===== config.mk =====
export PLATFORM = sky130hd
export DESIGN_NAME = ovg_back
export DESIGN_NICKNAME = d
export VERILOG_FILES = /design/src/rtl/ovg_pkg.sv /design/src/rtl/ovg_back.sv
export SDC_FILE = /design/constraint.sdc
export NUM_CORES = 2
export LEC_CHECK = 0
export BUFFER_PORTS_ARGS = -buffer_cell sky130_fd_sc_hd__clkbuf_2
export CORE_ASPECT_RATIO = 1.2
export CORE_UTILIZATION = 45
export CTS_BUF_LIST = sky130_fd_sc_hd__clkbuf_4 sky130_fd_sc_hd__clkbuf_8 sky130_fd_sc_hd__clkbuf_16
export DETAILED_ROUTE_END_ITERATION = 8
export GPL_TIMING_DRIVEN = 0
export PLACE_DENSITY = 0.68
export SLEW_MARGIN = 5
export SYNTH_ARGS = -nofsm -noshare
export SYNTH_HDL_FRONTEND = slang
export SYNTH_SLANG_ARGS = --single-unit

===== constraint.sdc =====
create_clock -name clock -period 6.7 [get_ports clock]
set_input_delay 0.67 -clock clock [delete_from_list [all_inputs] [get_ports clock]]
set_output_delay 0.67 -clock clock [all_outputs]
set_load 0.01 [all_outputs]

===== src/rtl/ovg_pkg.sv =====
// shared types and constants for the overlap interval grouper
`default_nettype none

package ovg_pkg;

   localparam int unsigned POS_W  = 32;
   localparam int unsigned BIDX_W = 6;

   typedef struct packed {
      logic [POS_W-1:0] lo;
      logic [POS_W-1:0] hi;
   } span_type;

endpackage

`default_nettype wire


===== src/rtl/ovg_back.sv =====
// back end: scans the block table, updates or appends a block and holds the result
`default_nettype none

module ovg_back
   import ovg_pkg::*;
#(
   parameter int unsigned MAX_BLOCKS = 64
)
(
   input  wire logic              clock,
   input  wire logic              reset,
   input  wire logic              q_valid,
   input  wire span_type          q_item,
   output logic                   q_pop,
   output logic                   rsp_valid,
   input  wire logic              rsp_ready,
   output logic [BIDX_W-1:0]      rsp_block_index,
   output logic                   rsp_new_block,
   output logic                   rsp_overflow,
   output logic [POS_W-1:0]       rsp_span_low,
   output logic [POS_W-1:0]       rsp_span_high
);

   localparam int unsigned IDX_W = (MAX_BLOCKS > 1) ? $clog2(MAX_BLOCKS) : 1;
   localparam int unsigned CNT_W = $clog2(MAX_BLOCKS + 1);
   localparam logic [CNT_W-1:0] FULL = CNT_W'(MAX_BLOCKS);

   typedef enum logic [3:0] {
      S_IDLE = 4'b0001,
      S_RD   = 4'b0010,
      S_CMP  = 4'b0100,
      S_OUT  = 4'b1000
   } state_type;

   state_type         state_ff;
   state_type         state_in;
   span_type          cur_ff;
   span_type          cur_in;
   logic [CNT_W-1:0]  idx_ff;
   logic [CNT_W-1:0]  idx_in;
   logic [CNT_W-1:0]  cnt_ff;
   logic [CNT_W-1:0]  cnt_in;
   logic [IDX_W-1:0]  res_idx_ff;
   logic [IDX_W-1:0]  res_idx_in;
   span_type          res_span_ff;
   span_type          res_span_in;
   logic              res_new_ff;
   logic              res_new_in;
   logic              res_ovf_ff;
   logic              res_ovf_in;
   logic              res_wr_ff;
   logic              res_wr_in;
   logic              rsp_valid_ff;
   logic              rsp_valid_in;
   logic [BIDX_W-1:0] rsp_idx_ff;
   logic [BIDX_W-1:0] rsp_idx_in;
   logic              rsp_new_ff;
   logic              rsp_new_in;
   logic              rsp_ovf_ff;
   logic              rsp_ovf_in;
   span_type          rsp_span_ff;
   span_type          rsp_span_in;
   logic              load_rsp;

   span_type          mem [MAX_BLOCKS];
   span_type          rd_data_ff;
   logic [IDX_W-1:0]  rd_addr;
   logic              wr_en;

   assign rd_addr = idx_ff[IDX_W-1:0];

   always_comb begin
      state_in     = state_ff;
      cur_in       = cur_ff;
      idx_in       = idx_ff;
      cnt_in       = cnt_ff;
      res_idx_in   = res_idx_ff;
      res_span_in  = res_span_ff;
      res_new_in   = res_new_ff;
      res_ovf_in   = res_ovf_ff;
      res_wr_in    = res_wr_ff;
      rsp_valid_in = rsp_valid_ff && !rsp_ready;
      rsp_idx_in   = rsp_idx_ff;
      rsp_new_in   = rsp_new_ff;
      rsp_ovf_in   = rsp_ovf_ff;
      rsp_span_in  = rsp_span_ff;
      q_pop        = 1'b0;
      wr_en        = 1'b0;
      load_rsp     = 1'b0;
      case (state_ff)
         S_IDLE: begin
            if (q_valid) begin
               q_pop    = 1'b1;
               cur_in   = q_item;
               idx_in   = '0;
               state_in = S_RD;
            end
         end
         S_RD: begin
            if (idx_ff == cnt_ff) begin
               if (cnt_ff == FULL) begin
                  res_idx_in  = '0;
                  res_span_in = '0;
                  res_new_in  = 1'b0;
                  res_ovf_in  = 1'b1;
                  res_wr_in   = 1'b0;
               end else begin
                  res_idx_in  = cnt_ff[IDX_W-1:0];
                  res_span_in = cur_ff;
                  res_new_in  = 1'b1;
                  res_ovf_in  = 1'b0;
                  res_wr_in   = 1'b1;
               end
               state_in = S_OUT;
            end else begin
               state_in = S_CMP;
            end
         end
         S_CMP: begin
            if (rd_data_ff.lo <= cur_ff.hi && cur_ff.lo <= rd_data_ff.hi) begin
               res_idx_in     = idx_ff[IDX_W-1:0];
               res_span_in.lo = (cur_ff.lo < rd_data_ff.lo) ? cur_ff.lo : rd_data_ff.lo;
               res_span_in.hi = (cur_ff.hi > rd_data_ff.hi) ? cur_ff.hi : rd_data_ff.hi;
               res_new_in     = 1'b0;
               res_ovf_in     = 1'b0;
               res_wr_in      = 1'b1;
               state_in       = S_OUT;
            end else begin
               idx_in   = idx_ff + CNT_W'(1);
               state_in = S_RD;
            end
         end
         S_OUT: begin
            if (!rsp_valid_ff || rsp_ready) begin
               load_rsp     = 1'b1;
               wr_en        = res_wr_ff;
               cnt_in       = cnt_ff + CNT_W'(res_new_ff);
               rsp_valid_in = 1'b1;
               rsp_idx_in   = BIDX_W'(res_idx_ff);
               rsp_new_in   = res_new_ff;
               rsp_ovf_in   = res_ovf_ff;
               rsp_span_in  = res_span_ff;
               state_in     = S_IDLE;
            end
         end
         default: begin
            state_in = S_IDLE;
         end
      endcase
   end

   always_ff @(posedge clock) begin
      if (reset) begin
         state_ff     <= S_IDLE;
         cnt_ff       <= '0;
         rsp_valid_ff <= 1'b0;
      end else begin
         state_ff     <= state_in;
         cnt_ff       <= cnt_in;
         rsp_valid_ff <= rsp_valid_in;
      end
   end

   always_ff @(posedge clock) begin
      cur_ff      <= cur_in;
      idx_ff      <= idx_in;
      res_idx_ff  <= res_idx_in;
      res_span_ff <= res_span_in;
      res_new_ff  <= res_new_in;
      res_ovf_ff  <= res_ovf_in;
      res_wr_ff   <= res_wr_in;
      if (load_rsp) begin
         rsp_idx_ff  <= rsp_idx_in;
         rsp_new_ff  <= rsp_new_in;
         rsp_ovf_ff  <= rsp_ovf_in;
         rsp_span_ff <= rsp_span_in;
      end
   end

   // block table
   always_ff @(posedge clock) begin
      if (wr_en) begin
         mem[res_idx_ff] <= res_span_ff;
      end
      rd_data_ff <= mem[rd_addr];
   end

   assign rsp_valid       = rsp_valid_ff;
   assign rsp_block_index = rsp_idx_ff;
   assign rsp_new_block   = rsp_new_ff;
   assign rsp_overflow    = rsp_ovf_ff;
   assign rsp_span_low    = rsp_span_ff.lo;
   assign rsp_span_high   = rsp_span_ff.hi;

endmodule

`default_nettype wire

# Word level (Yosys, flattened, before mapping)
# Memory sizes are Yosys's and may differ from the RTL's. A register that Yosys moved wholly into a read port is not among the register bits.
# Index checks and enable logic that the tools add are counted.
# op_classes
magnitude_cmp	4
addsub	2
n_mux	37
eq_ne	11
reduce_logical	13
# ops
op	n
$mux W64	3
$pmux W64 S2	1
$le A32 B32 Y1	2
$mux W32	2
$gt A32 B32 Y1	1
$lt A32 B32 Y1	1
$mux W6	3
$mux W1	16
$mux W4	4
$pmux W4 S4	1
$mux W7	2
$pmux W7 S2	1
$pmux W6 S2	1
$ne A2 B2 Y1 const B	5
$reduce_and A3 Y1	3
$add A7 B1 Y7	1
$add A7 B1 Y7 const B	1
$eq A7 B7 Y1	1
$eq A7 B7 Y1 const B	1
$pmux W1 S2	3
$reduce_and A2 Y1	3
$eq A4 B1 Y1 const B	1
$eq A4 B2 Y1 const B	1
$eq A4 B3 Y1 const B	1
5 further kinds	8
# word_totals
ramBits	4096
reg_bits	228
in_bits	68
memories	1
word_cells	85
# mem_list
memory	words	word_bits	read_ports	rd_ports_with_merged_regs	wr	line_no	rtl
mem	64	64	1	1	1	ovg_back.sv:65	span_type mem [MAX_BLOCKS];

# Longest topological paths before layout
# depth
ltp_word	6
depth_mapped	10
depth_no_buf	8

# Least setup slack after synthesis
# OpenSTA, ideal clock, no wires.
# synth_path
path_kind	flip-flop to flip-flop
start	reg state_ff[0]
end	mem mem[63][0] (netlist name) (enable)
setup_ps	487
arrival_ps	6565
setup_slack_ps	-352
path_stages_with_launch	7
period_less_slack_ps	7052
path_cell_list	dfxtp_1 or4b_1 nor2b_1 clkbuf_1 and3_1 nand3_1 nor2_1
# synth_via
elab_chain_len	4
# synth_rtl
element	line_no	rtl
start: declaration	ovg_back.sv:35	state_type state_ff;
start signal: assignment	ovg_back.sv:158	state_ff <= state_in;
$eq A4 B4 Y1	ovg_back.sv:90	case (state_ff)
$mux W1	ovg_back.sv:90	
$mux W1	ovg_back.sv:182	if (wr_en) begin
$mux W1 (not written as such)	ovg_back.sv:183	mem[res_idx_ff] <= res_span_ff;
end: declaration	ovg_back.sv:65	
# No other way between the ends.

# Worst setup path in the final report
# layout_path
start	reg idx_ff[1]
end	reg res_span_ff[24] (netlist name) (enable)
# layout_via
elab_chain_len	3
# layout_rtl
element	line_no	rtl
start: declaration	ovg_back.sv:39	logic [CNT_W-1:0] idx_ff;
start signal: assignment	ovg_back.sv:166	idx_ff <= idx_in;
$eq A7 B7 Y1	ovg_back.sv:100	if (idx_ff == cnt_ff) begin
$ne A2 B2 Y1 (no source line)	n/a	
$reduce_and A3 Y1 (no source line)	n/a	
end signal: assignment	ovg_back.sv:168	res_span_ff <= res_span_in;
end: declaration	ovg_back.sv:45	span_type res_span_ff;
# No other way between the ends.
# A chain may end at the register's enable or synchronous reset.

==> impl_metrics.tcl <==
set metrics [dict create \
    seqCellArea_mm2 0.1310 \
    die_area_mm2 0.3743 \
    ys_async_sr_fraction_pct 0 \
    p_leak_nw 61.38 \
    grt_overflow 0 \
    syn_nets 6944 \
    drcViolationCount 0 \
    dp_hpwl_um 324700 \
    synth-seq-cells 4388 \
    place_ws_ns 1.419 \
    die_x_um 558.7 \
    r2r_cells 8 \
    insertion_delay_ns 1.05 \
    ioPinCount 142 \
    fin_hold_ws_ns 0.007450 \
    skew_ns 0.07437 \
    grtUsageTotal_pct 24.30 \
    area_delta_synth_final_pct 17.03 \
    gp_congestion 0.9187 \
    path_clk_slew_ns 0.07 \
    whs_path_depth 1 \
    port_buffers 141 \
    nets 7835 \
    grt_pass1_vias 80860 \
    cts_buffer_depth 4 \
    cts_root_buffer "clkbuf_16" \
    post_cts_buffers 0 \
    reg2reg_slack_ns 1.14 \
    core.rowCount 244 \
    core_region_area_mm2 0.3691 \
    dr_total_vias 79940 \
    nFillCells 26990 \
    ys.flop_type "edfxtp_1" \
    setup_violations 0 \
    crit_required_ns 7.37 \
    period_needed_ns 5.561 \
    grt_first_pass_wirelength_um 629800 \
    netlist_area_mm2 0.1673 \
    drv_cap 0 \
    cts_tree "done" \
    holdCritStartpoint "q_item[40]" \
    cts_max_level 5 \
    path_max_fanout 41 \
    grt_max_degree 46 \
    finalWorstSetupSlack_ns 1.139 \
    hold_path_end "cur_ff[40]$_DFFE_PP_" \
    multi_input_area_mm2 0.03503 \
    synth_top_area_cell "edfxtp_1" \
    holdBufCountCts 33 \
    drt-initial-drc-count 11660 \
    critical_path_class "register to register" \
    synth-warning-count 0 \
    final_antenna_net_count 0 \
    synth_edf_count 4312 \
    worstPathArrival_ns 6.23 \
    wirelength_um 454800 \
    drtPass1Iterations 6 \
    initial_core_util_pct 45.33 \
    synth_cells 6746 \
    synth_area_per_cell_um2 24.80 \
    period_share_pct 83.00 \
    r2r_start "idx_ff[1]$_SDFFCE_PN0P_" \
    yosysTopAreaCellShare_pct 77.38 \
    synth_cell_type_count 55 \
    die_h_um 670.0 \
    p_per_area_mw_per_mm2 297.2 \
    grt_antenna_before_repair 49 \
    drive_gt1_share_pct 33.15 \
    end_kind "register" \
    ys_seq_area_share_pct 78.29 \
    rsz0062_at_grt "false" \
    r2r-end "res_span_ff[24]$_DFFE_PP_" \
    tightest_slew_ns 1.332 \
    via_per_inst 6.179 \
    ctsResizeCount 0 \
    status "finished clean" \
    ir_drop_mv 0.2536 \
    drt-wirelength-per-cell_um 35.15 \
    synthTopCellsByArea "edfxtp_1 (77%), mux4_2 (18%), ha_1 (0.97%), dfxtp_1 (0.91%), clkbuf_1 (0.45%)" \
    max_freq_mhz 179.8 \
    drv_slew 0 \
    cts.sinks 4388 \
    numCtsBuffers 406 \
    startpoint_type "register" \
    max_slew_margin_pct 11.21 \
    hold_class "primary input to register" \
    finalHoldViolCount 0 \
]
==> worst max-delay path by stage <==
stage | start | to | cells after the start
2_1_floorplan | state_ff[0]$_SDFFE_PP1P_ | mem[63][0]$_DFFE_PP_ | 6
3_3_place_gp | rsp_ready | mem[57][12]$_DFFE_PP_ | 7
3_5_place_dp | idx_ff[1]$_SDFFCE_PN0P_ | res_span_ff[14]$_DFFE_PP_ | 8
4_1_cts | idx_ff[1]$_SDFFCE_PN0P_ | res_span_ff[23]$_DFFE_PP_ | 8
5_1_grt | idx_ff[1]$_SDFFCE_PN0P_ | res_span_ff[23]$_DFFE_PP_ | 8
6_report | idx_ff[1]$_SDFFCE_PN0P_ | res_span_ff[24]$_DFFE_PP_ | 8
==> kinds of logic (layout without fill, tap and decap cells) <==
group	after synthesis	count (layout)	share of synthesized area (%)
muxes	1346	1346	18.10
other	0	40	0
AOI/OAI and AO/OA	182	182	0.7934
DFF	4388	4388	78.29
adders and majority gates	130	130	0.9721
buffers and inverters	439	1671	1.068
xor gates and xnor gates	18	18	0.09422
and+or+nand+nor	243	243	0.6775
==> cells in the final DEF, fill, tap and decap left out, types with 14 or more instances in the layout <==
cell | Yosys | layout
a21oi_1 | 49 | 49
a22o_1 | 33 | 32
a32o_1 | 32 | 32
buf_1 | 22 | 22
buf_12 | 0 | 186
buf_16 | 0 | 112
buf_2 | 105 | 105
bufinv_16 | 0 | 42
clkbuf_1 | 202 | 183
clkbuf_16 | 0 | 410
clkbuf_2 | 0 | 159
clkbuf_4 | 0 | 67
clkinv_1 | 0 | 89
clkinv_16 | 0 | 15
clkinv_2 | 0 | 80
clkinvlp_4 | 0 | 15
dfxtp_1 | 76 | 76
diode_2 | 0 | 40
dlygate4sd3_1 | 0 | 36
edfxtp_1 | 4312 | 4312
ha_1 | 130 | 130
inv_1 | 108 | 108
mux4_2 | 1344 | 1344
nand2_1 | 62 | 62
nand4_1 | 29 | 29
nor2_1 | 97 | 33
nor2_4 | 0 | 64
o21ai_0 | 14 | 14
==> worst max-delay path: stages, from the launching register on <==
cell      delay (ns)
edfxtp_1        0.37
clkbuf_1        0.30
buf_2           0.85
buf_2           0.98
clkbuf_1        0.89
xor2_1          0.15
nor4_1          0.67
a22o_4          0.55
buf_16          0.31
==> per-layer routing <==
metal	track usage [%]	vias to the layer above	part of all wire [%]
met5	0.06458	-	0.038
li1	-	31140	-
met4	11.61	24	5.0
met2	40.16	4679	50
met1	30.66	43110	35
met3	5.108	989	9.5
==> Yosys cell counts (3+ instances only) <==
| master | instances |
|---|---|
| a22o_1 | 33 |
| nand3b_1 | 4 |
| a31oi_1 | 5 |
| and3_1 | 3 |
| a211oi_1 | 4 |
| nor3_1 | 5 |
| buf_1 | 22 |
| or3_1 | 3 |
| a221oi_1 | 4 |
| nor4b_1 | 3 |
| o21ai_1 | 7 |
| a32o_1 | 32 |
| edfxtp_1 | 4312 |
| nand3_1 | 12 |
| nor2_1 | 97 |
| o22ai_1 | 3 |
| buf_2 | 105 |
| and2_1 | 3 |
| inv_1 | 108 |
| nor2b_1 | 6 |
| o21a_1 | 5 |
| clkbuf_1 | 202 |
| a21o_1 | 9 |
| o21ai_0 | 14 |
| ha_1 | 130 |
| o211ai_1 | 5 |
| xor2_1 | 9 |
| xnor2_1 | 9 |
| nor4_1 | 6 |
| nand2_1 | 62 |
| mux4_2 | 1344 |
| dfxtp_1 | 76 |
| nand4_1 | 29 |
| a21oi_1 | 49 |
==> sequential cells by signal (all words and copies together) (netlist names) <==
signal	count
cur_ff	64
rsp_overflow	1
rsp_valid	1
res_span_ff	64
rsp_new_block	1
res_ovf_ff	1
mem	4096
res_wr_ff	1
res_idx_ff	6
res_new_ff	1
rsp_block_index	6
cnt_ff	7
rsp_span_high	32
rd_data_ff	64
state_ff	4
idx_ff	7
rsp_span_low	32
==> final cells by class <==
cell class | count | share of cell area, %
Sequential cell | 4388 | 66.90
Multi-Input combinational cell | 1919 | 17.89
Clock buffer | 482 | 5.534
Timing Repair Buffer | 483 | 4.078
Tap cell | 4920 | 3.144
Clock inverter | 267 | 1.480
Buffer | 330 | 0.7169
Inverter | 109 | 0.2089
Antenna cell | 40 | 0.05111
==> report_power, final <==
group	internal, mW	total (mW)	switching (mW)
sequential	29.9	30.1	0.238
combinational	1.95	4.36	2.42
clock	13.3	23.7	10.4
total	45.1	58.2	13.1
==> stage by stage <==
step / instances / utilization (%) / power, mW / cell area, µm² / TNS [ns]
3_5_place_dp: 12110 / 49.21 / 35.03 / 181600 / 0
4_1_cts: 12900 / 53.02 / 58.45 / 195700 / 0
3_3_place_gp: 11810 / 47.19 / 34.90 / 174200 / -
6_report: 12940 / 53.06 / 58.21 / 195800 / 0
5_1_grt: 12910 / 53.03 / 59.63 / 195700 / 0
2_1_floorplan: 6746 / - / 33.29 / 167300 / -1145.90
Note: power is estimated with default switching activity, not from simulation.
