### src/rtl/ovg_pkg.sv
// shared types and constants for the overlap interval grouper
`default_nettype none

package ovg_pkg;

   localparam int unsigned POS_W  = 32;
   localparam int unsigned BIDX_W = 6;

   typedef struct packed {
      logic [POS_W-1:0] lo;
      logic [POS_W-1:0] hi;
   } span_type;

endpackage

`default_nettype wire

### src/rtl/ovg_front.sv
// front end: accepts read spans, orders their ends and queues them for the scanner
`default_nettype none

module ovg_front
   import ovg_pkg::*;
(
   input  wire logic             clock,
   input  wire logic             reset,
   input  wire logic             req_valid,
   output logic                  req_ready,
   input  wire logic [POS_W-1:0] req_first_pos,
   input  wire logic [POS_W-1:0] req_last_pos,
   output logic                  q_valid,
   output span_type              q_item,
   input  wire logic             q_pop
);

   span_type   buf_ff [2];
   logic       wr_ptr_ff;
   logic       wr_ptr_in;
   logic       rd_ptr_ff;
   logic       rd_ptr_in;
   logic [1:0] cnt_ff;
   logic [1:0] cnt_in;
   logic       push;
   logic       pop;
   span_type   item;

   assign req_ready = (cnt_ff != 2'd2);
   assign push      = req_valid && req_ready;
   assign q_valid   = (cnt_ff != 2'd0);
   assign pop       = q_pop && q_valid;
   assign q_item    = buf_ff[rd_ptr_ff];

   // reversed spans are swapped
   always_comb begin
      if (req_first_pos > req_last_pos) begin
         item.lo = req_last_pos;
         item.hi = req_first_pos;
      end else begin
         item.lo = req_first_pos;
         item.hi = req_last_pos;
      end
   end

   always_comb begin
      wr_ptr_in = wr_ptr_ff ^ push;
      rd_ptr_in = rd_ptr_ff ^ pop;
      cnt_in    = cnt_ff + 2'(push) - 2'(pop);
   end

   always_ff @(posedge clock) begin
      if (reset) begin
         wr_ptr_ff <= 1'b0;
         rd_ptr_ff <= 1'b0;
         cnt_ff    <= 2'd0;
      end else begin
         wr_ptr_ff <= wr_ptr_in;
         rd_ptr_ff <= rd_ptr_in;
         cnt_ff    <= cnt_in;
      end
   end

   always_ff @(posedge clock) begin
      if (push) begin
         buf_ff[wr_ptr_ff] <= item;
      end
   end

endmodule

`default_nettype wire

### config.mk
export PLATFORM = sky130hd
export DESIGN_NAME = ovg_front
export DESIGN_NICKNAME = d
export VERILOG_FILES = /design/src/rtl/ovg_pkg.sv /design/src/rtl/ovg_front.sv
export SDC_FILE = /design/constraint.sdc
export NUM_CORES = 1
export LEC_CHECK = 0
export BUFFER_PORTS_ARGS = -buffer_cell sky130_fd_sc_hd__buf_2
export CELL_PAD_IN_SITES_DETAIL_PLACEMENT = 1
export CELL_PAD_IN_SITES_GLOBAL_PLACEMENT = 2
export CORE_ASPECT_RATIO = 2
export CORE_MARGIN = 1
export CORE_UTILIZATION = 39
export CTS_CLUSTER_SIZE = 12
export DETAILED_ROUTE_END_ITERATION = 10
export PLACE_DENSITY = 0.92
export RECOVER_POWER = 25
export SYNTH_ARGS = -nofsm -noshare
export SYNTH_HDL_FRONTEND = slang
export SYNTH_SLANG_ARGS = --single-unit
### constraint.sdc
create_clock -name clock -period 3.1 [get_ports clock]
set_input_delay 0.62 -clock clock [delete_from_list [all_inputs] [get_ports clock]]
set_output_delay 0.62 -clock clock [all_outputs]
set_load 0.005 [all_outputs]
* Word-level counts from Yosys, hierarchy flattened *
Memory sizes are Yosys's and may differ from the RTL's. A register that Yosys moved wholly into a read port is not among the register bits.
Index checks and enable logic that the tools add are counted.

operators by class
  $add $sub $neg = 2
  $lt $le $gt $ge = 1
  eq/ne operators = 1
  muxes and demuxes = 4
  bitwise gates (word level) = 2
  reductions and logical operators = 3

operator list
  cell                number
  $mux 64             1
  $gt 32x32->1        1
  $mux 1              3
  $add 2x1->2         1
  $logic_and 1x1->1   2
  $ne 2x2->1 const B  1
  $reduce_bool 2->1   1
  $sub 2x1->2         1
  $xor 1x1->1         2

storage, ports and cells
  register bits after elaboration = 4
  bits in writable memories = 128
  bits of input ports = 68
  output and inout port bits = 66
  logic and storage cells = 17
  memories = 1

memories
  name    words  bits a word  rd ports  clocked after Yosys merged registers in  write ports  line             RTL
  buf_ff  2      64           1         1                                        1            ovg_front.sv:18  span_type buf_ff [2];

* Logic depth before layout (Yosys ltp) *
Gate-level depths: netlist (run 1).

  depth in word-level cells = 4
  gate-level depth with buffers = 9
  depth with buffers taken out = 8

* Least setup slack after synthesis (run 1) *
No wires, ideal clock.

  path type = input -> register
  start point = input port req_last_pos[9]
  end point = memory buf_ff[0][45] (netlist name), data pin
  library setup time = 0.262 ns
  arrival time = 2.558 ns
  required time = 2.838 ns
  path slack = 0.279 ns
  cell stages on the path = 9
  path buffers = 1
  path through = inv_1 > ha_1 > a21o_1 > nand3_1 > a21oi_1 > or4_4 > a22oi_4 > buf_6 > mux2_2

RTL lines
  element          line             RTL
  start, declared  ovg_front.sv:12  input wire logic [POS_W-1:0] req_last_pos,
  end, declared    ovg_front.sv:18

* Final worst setup path (run 1) *
  start point = register cnt_ff[0]
  end point = memory buf_ff[0][25] (netlist name), enable pin

on the way
  word-level cells in the longest chain between the ends = 4

RTL lines
  element                       line             RTL
  start, declared               ovg_front.sv:23  logic [1:0] cnt_ff;
  start signal, assigned        ovg_front.sv:60  cnt_ff <= cnt_in;
  $ne 2x2->1                    ovg_front.sv:29  assign req_ready = (cnt_ff != 2'd2);
  $logic_and 1x1->1             ovg_front.sv:30  assign push = req_valid && req_ready;
  $mux 1                        ovg_front.sv:65  if (push) begin
  $mux 1 (implied by the code)  ovg_front.sv:66  buf_ff[wr_ptr_ff] <= item;

No other way between the ends.

==> results.md, run 1 <==
STA:
- The final max-slew violation count is 67.
- Subtracting the final worst setup slack from the clock period gives 2.86 ns.
- For the final database, setup skew stands at 0.0112 ns.
- The number of hold violations in the final report is 0.
- The remaining max-slew budget at the tightest pin is -18.2%.
- The upper clock frequency limit is 350 MHz.
- In the finished design, the share of the clock period the worst path needs comes to 92.1%.
- For the final routed database, the setup TNS stands at 0 ns.
- The worst setup slack after layout is 0.244 ns.
- Setup violations remaining at the end of the flow were counted as 0.
- Setup repair after global routing left no endpoint under its margin.
- The pin slew with the least headroom to its limit is 1.77 ns.

Yosys:
- In this run, synthesis produced a sequential element count of 132.
- Synthesis produced a netlist whose cell count is 404.
- The post-synthesis area per instance is 15.9 µm².
- The proportion of netlist area held by the largest area contributor is 60.0%.
- The register area share after synthesis is 61.2%.
- The net count after synthesis is 508.
- The unique cell type count in the Yosys netlist is 31.
- Of all cell types, the one taking the most synthesized area is sky130_fd_sc_hd__edfxtp_1.
- After synthesis, the cell types taking the most area are sky130_fd_sc_hd__edfxtp_1, sky130_fd_sc_hd__mux2_2, sky130_fd_sc_hd__ha_1.
- Summing every instance area after synthesis gives 6410 µm².
- The number of warnings reported in the yosys synthesis log is 0.

Placement:
- The routability congestion estimate is 0.721.
- Timing analysis after detailed placement gives a worst setup slack of -0.155 ns.
- The sum of net half-perimeters after detailed placement is 10,800 µm.
- In this run the cell area measured after placement is 7370 µm².
- The count of buffers from port buffering is 133.

Outcome:
- The checks that failed: design-rule violations, max-capacitance violations, max-slew violations.
- The flow ran to the end, but the final reports show violations.

Power and ir drop:
- Cell internal power was estimated by the tool at 4.31 mW.
- Net switching is 26.8% of the power.
- Of the total power, registers draw 41.8%.
- The design draws 5.89 mW.
- In this run the power spent charging and discharging nets is 1.58 mW.
- The areal power density over the cells is 743 nW/µm².
- In this run the static leakage power is 3.18 nW.
- Of the total power, the clock network draws 34.1%.
- In this run, the combinational gates consume 24.1% of the power.
- IR analysis of the VDD net gives a maximum drop of 0.497 mV.

Finish:
- In the final layout, the share of cells above drive strength 1 is 50.4%.
- Once layout is done, the placed cells without fillers occupy 7930 µm².
- The number of fillers in the final layout is 1,640.
- The library cells used most frequently in the layout, excluding fill and tap cells, are sky130_fd_sc_hd__buf_2, sky130_fd_sc_hd__edfxtp_1, sky130_fd_sc_hd__mux2_2, sky130_fd_sc_hd__ha_1, sky130_fd_sc_hd__inv_1.
- The final-stage net count is 655.
- The number of antenna diodes in the final layout is 0.
- The library cell used most frequently in the layout, excluding fill and tap cells, is sky130_fd_sc_hd__buf_2.
- The synthesis-to-layout area growth is 23.7%.

Clock network:
- The total of cells resized after clock tree synthesis is 0.
- The later pin in the worst-skew pair is clocked with a latency of 0.42 ns.
- The number of clock sinks is 132.
- The H-tree was split into 4 levels.
- Counting the buffers created by CTS gives 17.
- The TritonCTS clock tree is built.
- Hold repair after CTS inserted 0 buffers.
- After clock tree synthesis, the clock-pin slew on the worst setup and hold paths is 0.05 ns.
- The root buffer cell is sky130_fd_sc_hd__clkbuf_16.
- The clock passes through at most 2 buffers.
- The number of setup buffers added after CTS is 0.

Floorplanning:
- For this configuration, the core starts out at a cell density of 39.6%.
- The die is 183 µm tall.
- After floorplanning, the core was sized to cover 16,200 µm².
- The floorplan step defined a die boundary enclosing 17,000 µm².
- The initialized floorplan defines 66 standard-cell rows.
- 134 I/O pins were placed.
- From left edge to right edge, the die measures 92.6 µm.

Setup path:
- The data arrival time of the critical path is 2.94 ns.
- The worst register-to-register path has a depth of 5.
- The type of element capturing the critical path is a flip-flop.
- Of all nets on the critical path, the largest fanout is 33.
- The worst register-to-register path begins at cnt_ff[0].
- The required time of the critical path is 3.18 ns.
- The critical path in this run is classified as reg -> reg.
- In this run the worst setup path begins at cnt_ff[0].
- STA classifies the critical path startpoint as a flip-flop.

Route:
- The number of remaining DRC errors is 1.
- In the final routed layout, each cell accounts on average for 19.6 µm.
- After the first detailed-routing iteration, the DRC count stood at 126.
- The final wirelength is 15,000 µm.
- The number of vias in the routed layout is 3,936.
- The first detailed-routing pass ran for 7 iterations.
- The detail route stage leaves a number of antenna-violating nets equal to 0.
- In the routed layout, each cell is associated on average with a via count of 5.13.

Global routing:
- The first-pass GRT wire length is 23,000 µm.
- The total global routing overflow is 0.
- The number of global-route vias before repair was 4,321.
- The initial antenna violation count was 0.
- The largest net degree at the start of global routing is 34.
- The total global routing track utilization is 18.7%.

Run:
- The number of max-cap violations is 2.

Worst hold path:
- The path class of the tightest hold or removal check is in -> reg.
- Along the worst hold path, the cell count comes to 2.
- The start point of the worst min-delay path is reset.
-- path summary, 6_finish.rpt --
| path | slack (ns) | end |
|---|---|---|
| worst min-delay path | 0.41 | wr_ptr_ff |
| worst max register to register | 0.24 | buf_ff[0][25] |
| worst max-delay path | 0.24 | buf_ff[0][25] |
| worst min register to register | 0.57 | cnt_ff[1] |
-- cell families (layout without fill, tap and decap cells) --
family / after synthesis / count (layout) / share of synthesized area (%)
multiplexers: 128 / 128 / 22.5
flip-flops: 132 / 132 / 61.2
XOR/XNOR: 3 / 3 / 0.410
adder cells (fa/ha/maj): 36 / 36 / 7.03
AND/OR/NAND/NOR: 29 / 29 / 2.50
buffers and inverters: 48 / 207 / 3.52
AO/OA/AOI/OAI: 28 / 28 / 2.81
-- cell usage after synthesis (all sizes together) --
| master | number |
|---|---|
| a21oi | 15 |
| a21boi | 2 |
| inv | 35 |
| nor2b | 2 |
| nand2 | 6 |
| a211oi | 1 |
| nand3 | 3 |
| edfxtp | 128 |
| o211ai | 1 |
| buf | 6 |
| mux2 | 128 |
| or2 | 1 |
| a21o | 2 |
| o21ai | 4 |
| ha | 36 |
| and2 | 1 |
| nor2 | 3 |
| o221a | 1 |
| clkbuf | 7 |
| or4 | 1 |
| nand2b | 1 |
| o21a | 1 |
| xor2 | 1 |
| nor4 | 1 |
| dfxtp | 4 |
| nand4 | 7 |
| nor3 | 2 |
| a22oi | 1 |
| and4 | 1 |
| xnor2 | 2 |
-- state kept, by name (all words and copies together), names as in the netlist --
register	flops
buf_ff	128
wr_ptr_ff	1
rd_ptr_ff	1
cnt_ff	2
-- through the flow --
step                      util [%]  instances  hold WS [ns]
after floorplan                  -        404         0.499
after global placement        45.6        736         0.522
after detailed placement      45.6        736         0.552
after CTS                     49.2        767         0.398
after global routing          49.0        767         0.414
final                         49.0        767         0.413
-- critical path: stages, from the launching register on --
cell and delay, ns:
sky130_fd_sc_hd__dfxtp_1 0.35, sky130_fd_sc_hd__nand2b_1 0.15, sky130_fd_sc_hd__nand2_1 0.09, sky130_fd_sc_hd__inv_1 0.09, sky130_fd_sc_hd__ha_1 1.35, sky130_fd_sc_hd__buf_6 0.45
-- layer usage --
layer	vias to the layer above	track usage, %	part of all wire [%]
met5	-	0	0
met4	0	7.69	2.3
met3	23	4.56	3.1
met2	92	37.6	62
met1	1990	17.0	33
li1	1831	-	-
-- power by group through the flow --
stage | Combinational, mW | Sequential, mW | Clock (mW)
after floorplan | 0.893 | 2.42 | 0
after global placement | 1.42 | 2.47 | 0
after detailed placement | 1.47 | 2.49 | 0
after CTS | 1.48 | 2.46 | 2.05
after global routing | 1.54 | 2.49 | 2.12
final | 1.42 | 2.46 | 2.01
-- final cells by class --
class	instances	area, µm²	share of cell area, %
Clock buffer	18	429	5.41
Timing Repair Buffer	141	766	9.66
Tap cell	204	255	3.22
Inverter	35	131	1.66
Clock inverter	13	160	2.02
Multi-Input combinational cell	224	2260	28.5
Sequential cell	132	3930	49.5
No activity file was read; power rests on OpenSTA's default activity.
==> run 2, diff against run 1 <==
--- a/config.mk
+++ b/config.mk
@@ -13,7 +13,7 @@
 export CORE_UTILIZATION = 39
 export CTS_CLUSTER_SIZE = 12
 export DETAILED_ROUTE_END_ITERATION = 10
-export PLACE_DENSITY = 0.92
+export PLACE_DENSITY = 0.88
 export RECOVER_POWER = 25
 export SYNTH_ARGS = -nofsm -noshare
 export SYNTH_HDL_FRONTEND = slang
==> run 2 against run 1 <==
The flow now finishes without violations. Sequential cell count is the same. Global-route usage fell by 0.37 points. Clock skew down 0.0026 ns. Clock-buffer cell count unchanged. Routed wire length decreased by 0.82%. Core utilization is 0.085 points higher. Sequential power is essentially flat. Sequential share of layout area decreased by 0.086 points. Clock power shrank 2%. Critical path depth increased by 5. Critical endpoint is now buf_ff[0][47]. First-iteration DRC count is 15% higher. Total power is 0.54% lower.
==> results.md, run 2 (same netlist as run 1, synthesis figures left out) <==
Outcome:
- The flow ran to the end, and the final reports show no timing, DRC or antenna violations.

Setup path:
- The highest net fanout along the worst path is 36 (+9.1%).
- The data arrival time of the critical path is 2.92 ns (-0.02 ns).
- The type of element capturing the critical path is a flip-flop.
- The reg-to-reg setup timing slack came to 0.89 ns (+0.65 ns).
- In this run the critical register-to-register path is launched from cnt_ff[0].
- The number of cells on the worst reg-to-reg path was 5 (unchanged).
- The startpoint class of the critical path is a primary input.
- Traced cell by cell, the critical path runs through buf_2 -> inv_1 -> ha_1 -> nand4_1 -> nor3_1 -> a21boi_0 -> or4_4 -> a22oi_4 -> buf_12 -> mux2_2.
- The required time of the critical path came to 3.26 ns (+0.08 ns).
- The maximum cell stage delay along the critical path is 0.44 ns (-0.91 ns).
- The critical path is of the in -> reg type.
- The endpoint identified for the worst register-to-register timing path is buf_ff[0][19].
- The library cell contributing the largest single delay on the critical path is sky130_fd_sc_hd__or4_4.

Clock network:
- The insertion delay of the later-clocked pin in the worst-skew pair came to 0.42 ns (about the same).
- The clock transition at the register clock pins on the worst setup and hold paths after CTS is 0.06 ns (about the same).
- The total of cells resized after clock tree synthesis is 0 (unchanged).
- The number of buffers between clock root and the deepest sink is 2 (unchanged).
- The number of clock sinks is 132 (unchanged).
- The hold buffer count at cts is 0 (unchanged).
- The number of buffers created by CTS is 17 (unchanged).
- Clock tree synthesis selected as its root buffer the cell sky130_fd_sc_hd__clkbuf_16.
- TritonCTS built the clock tree.
- The maximum level of the CTS H-tree is 4 (unchanged).
- The count of buffers added by post-CTS timing repair for setup is 0 (unchanged).

Route:
- The number of violations reported at the end of detailed-routing iteration 0 is 145 (+15%).
- The first-pass iteration count of the detailed router came to 4 (-3).
- The number of vias in the routed layout was 3,842 (-2.4%).
- The number of remaining DRC errors is 0 (-1).
- The routed wirelength normalized by instance count came to 19.4 µm (-0.82%).
- The final wirelength is 14,900 µm (-0.82%).
- The number of vias per cell after detailed routing was 5.01 (-2.4%).
- The remaining antenna violation count came to 0 (unchanged).

Worst hold path:
- For hold timing, the worst endpoint is wr_ptr_ff.
- The hold-critical path depth is 2 (unchanged).
- The worst hold-check path type is in -> reg.
- The startpoint identified for the worst hold timing path is reset.

Power and ir drop:
- The worst ir drop on vdd is 0.400 mV (-19%).
- The leakage dissipation is 3.16 nW (-0.54%).
- The areal power density over the cells is 737 nW/µm² (-0.71%).

Finish:
- From synthesis to final layout, the design area changed by 23.9%.
- The final-stage net count is 654 (-0.15%).
- Leaving out fill and tap cells, the most frequent cell in the layout is sky130_fd_sc_hd__buf_2.
- The final standard cell count with taps included and fillers excluded came to 767 (unchanged).
- buf_ff holds more flip-flops than any other register.
- The number of diodes is 0 (unchanged).
- In the layout the commonest cells are sky130_fd_sc_hd__buf_2, sky130_fd_sc_hd__edfxtp_1, sky130_fd_sc_hd__mux2_2, sky130_fd_sc_hd__inv_1, sky130_fd_sc_hd__ha_1.
- The multi-input gate area in the final layout is 2260 µm² (+0.22%).
- The combined flip-flop and latch cell area is 3930 µm² (unchanged).
- The flip-flop count of the largest register after layout is 128 (unchanged).
- The number of fillers in the final layout was 1,660 (+1.2%).
- In the final layout, the registers with the most flip-flops are buf_ff x128, cnt_ff x2.
- The share of final-layout standard cells stronger than drive strength 1 is 51.0% (+0.53 points).
- The utilization of the core after routing is 49.1% (+0.085 points).

Placement:
- The routability congestion estimate came to 0.716 (-0.72%).
- The pre-CTS setup slack is -0.128 ns (+0.0265 ns).
- The sum of net half-perimeters after detailed placement was 11,000 µm (+1.6%).
- The number of placed cells counting well taps is 735 (-0.14%).
- The count of buffers from port buffering is 133 (unchanged).

STA:
- The total negative setup slack was 0 ns (unchanged).
- The pin slew with the least headroom to its limit is 1.12 ns (-0.649 ns).
- Setup repair after global routing left no endpoint under its margin.
- The final max-slew violation count was 0 (-100%).
- The worst hold-check slack was 0.404 ns (-0.00957 ns).
- The remaining max-slew budget at the tightest pin came to 25.1% (+43 points).
- The portion of the clock cycle consumed by the worst path in the final layout is 89.1% (-3.1 points).
- The number of hold violations in the final report was 0 (unchanged).
- The total setup violations reported at the end of the flow is 0 (unchanged).
- The worst setup slack after layout is 0.339 ns (+0.0949 ns).
- The shortest clock period the worst path allows after layout was 2.76 ns (-0.0949 ns).
- The upper clock frequency limit is 362 MHz (+3.4%).
- The worst clock skew is 0.00851 ns (-0.00265 ns).

Run:
- The number of max-cap violations is 0 (-2).

Global routing:
- The total global routing track utilization is 18.3% (-0.37 points).
- The total global routing overflow is 0 (unchanged).
- The initial antenna violation count is 0 (unchanged).
- The largest net degree at the start of global routing is 40 (+18%).
- The first-pass GRT wire length is 22,300 µm (-3.3%).
- The number of global-route vias before repair came to 4,223 (-2.3%).

Floorplanning:
- The total core area is 16,200 µm² (unchanged).
- The initial core utilization is 39.6% (unchanged).
- The boundary pin count is 134 (unchanged).
- The overall die height is 183 µm (unchanged).
- The die width is 92.6 µm (unchanged).
- The floorplan row count is 66 (unchanged).
- The floorplan die area is 17,000 µm² (unchanged).
[run 2: cell types whose count changed in the layout (fill, tap and decap cells not counted), sizes merged]
| cell | change |
|---|---|
| inv | +2 |
| buf | -1 |
| clkinvlp | +4 |
| clkinv | -4 |
| bufinv | -1 |
[run 2: report_power, final]
group / total [mW] / switching (mW) / internal [mW]
logic: 1.43 / 0.700 / 0.733
clock network: 1.97 / 0.776 / 1.19
registers: 2.46 / 0.126 / 2.33
total: 5.86 / 1.60 / 4.25
[run 2: through the flow]
step / total power [mW] / instance area (µm²)
floorplan: 3.31 / 6410
detailed placement: 3.98 / 7380
global placement: 3.90 / 7380
finish: 5.86 / 7940
CTS: 5.96 / 7960
global route: 6.12 / 7940
[run 2: layout make-up]
cell class                      count  area share, %
Clock inverter                     14           1.95
Sequential cell                   132           49.5
Clock buffer                       18           5.40
Timing Repair Buffer              140           9.82
Multi-Input combinational cell    224           28.5
Tap cell                          204           3.21
Inverter                           35           1.65
[run 2: metal layers]
| layer | up-vias | wire length (µm) | GRT usage, % |
|---|---|---|---|
| met5 | - | 0 | 0 |
| met4 | 0 | 318 | 7.26 |
| met3 | 22 | 493 | 4.19 |
| met2 | 95 | 9170 | 37.9 |
| met1 | 1895 | 4910 | 16.0 |
| li1 | 1830 | - | - |
[run 2: worst max path at each step]
stage | start | to | slack, ns
2_1_floorplan | req_last_pos[9] | buf_ff[0][45] | 0.28
3_3_place_gp | req_last_pos[23] | buf_ff[0][47] | -0.09
3_5_place_dp | req_last_pos[15] | buf_ff[0][48] | -0.13
4_1_cts | req_last_pos[15] | buf_ff[0][48] | 0.30
5_1_grt | req_last_pos[15] | buf_ff[1][54] | 0.19
6_report | req_last_pos[15] | buf_ff[0][47] | 0.34
[run 2: worst max-delay path: cells and delay by family]
kind,cells,cell delay [ns]
simple gates,3,0.79
mux,1,0.39
buf+inv,3,0.41
compound gates,2,0.36
fa+ha+maj,1,0.31
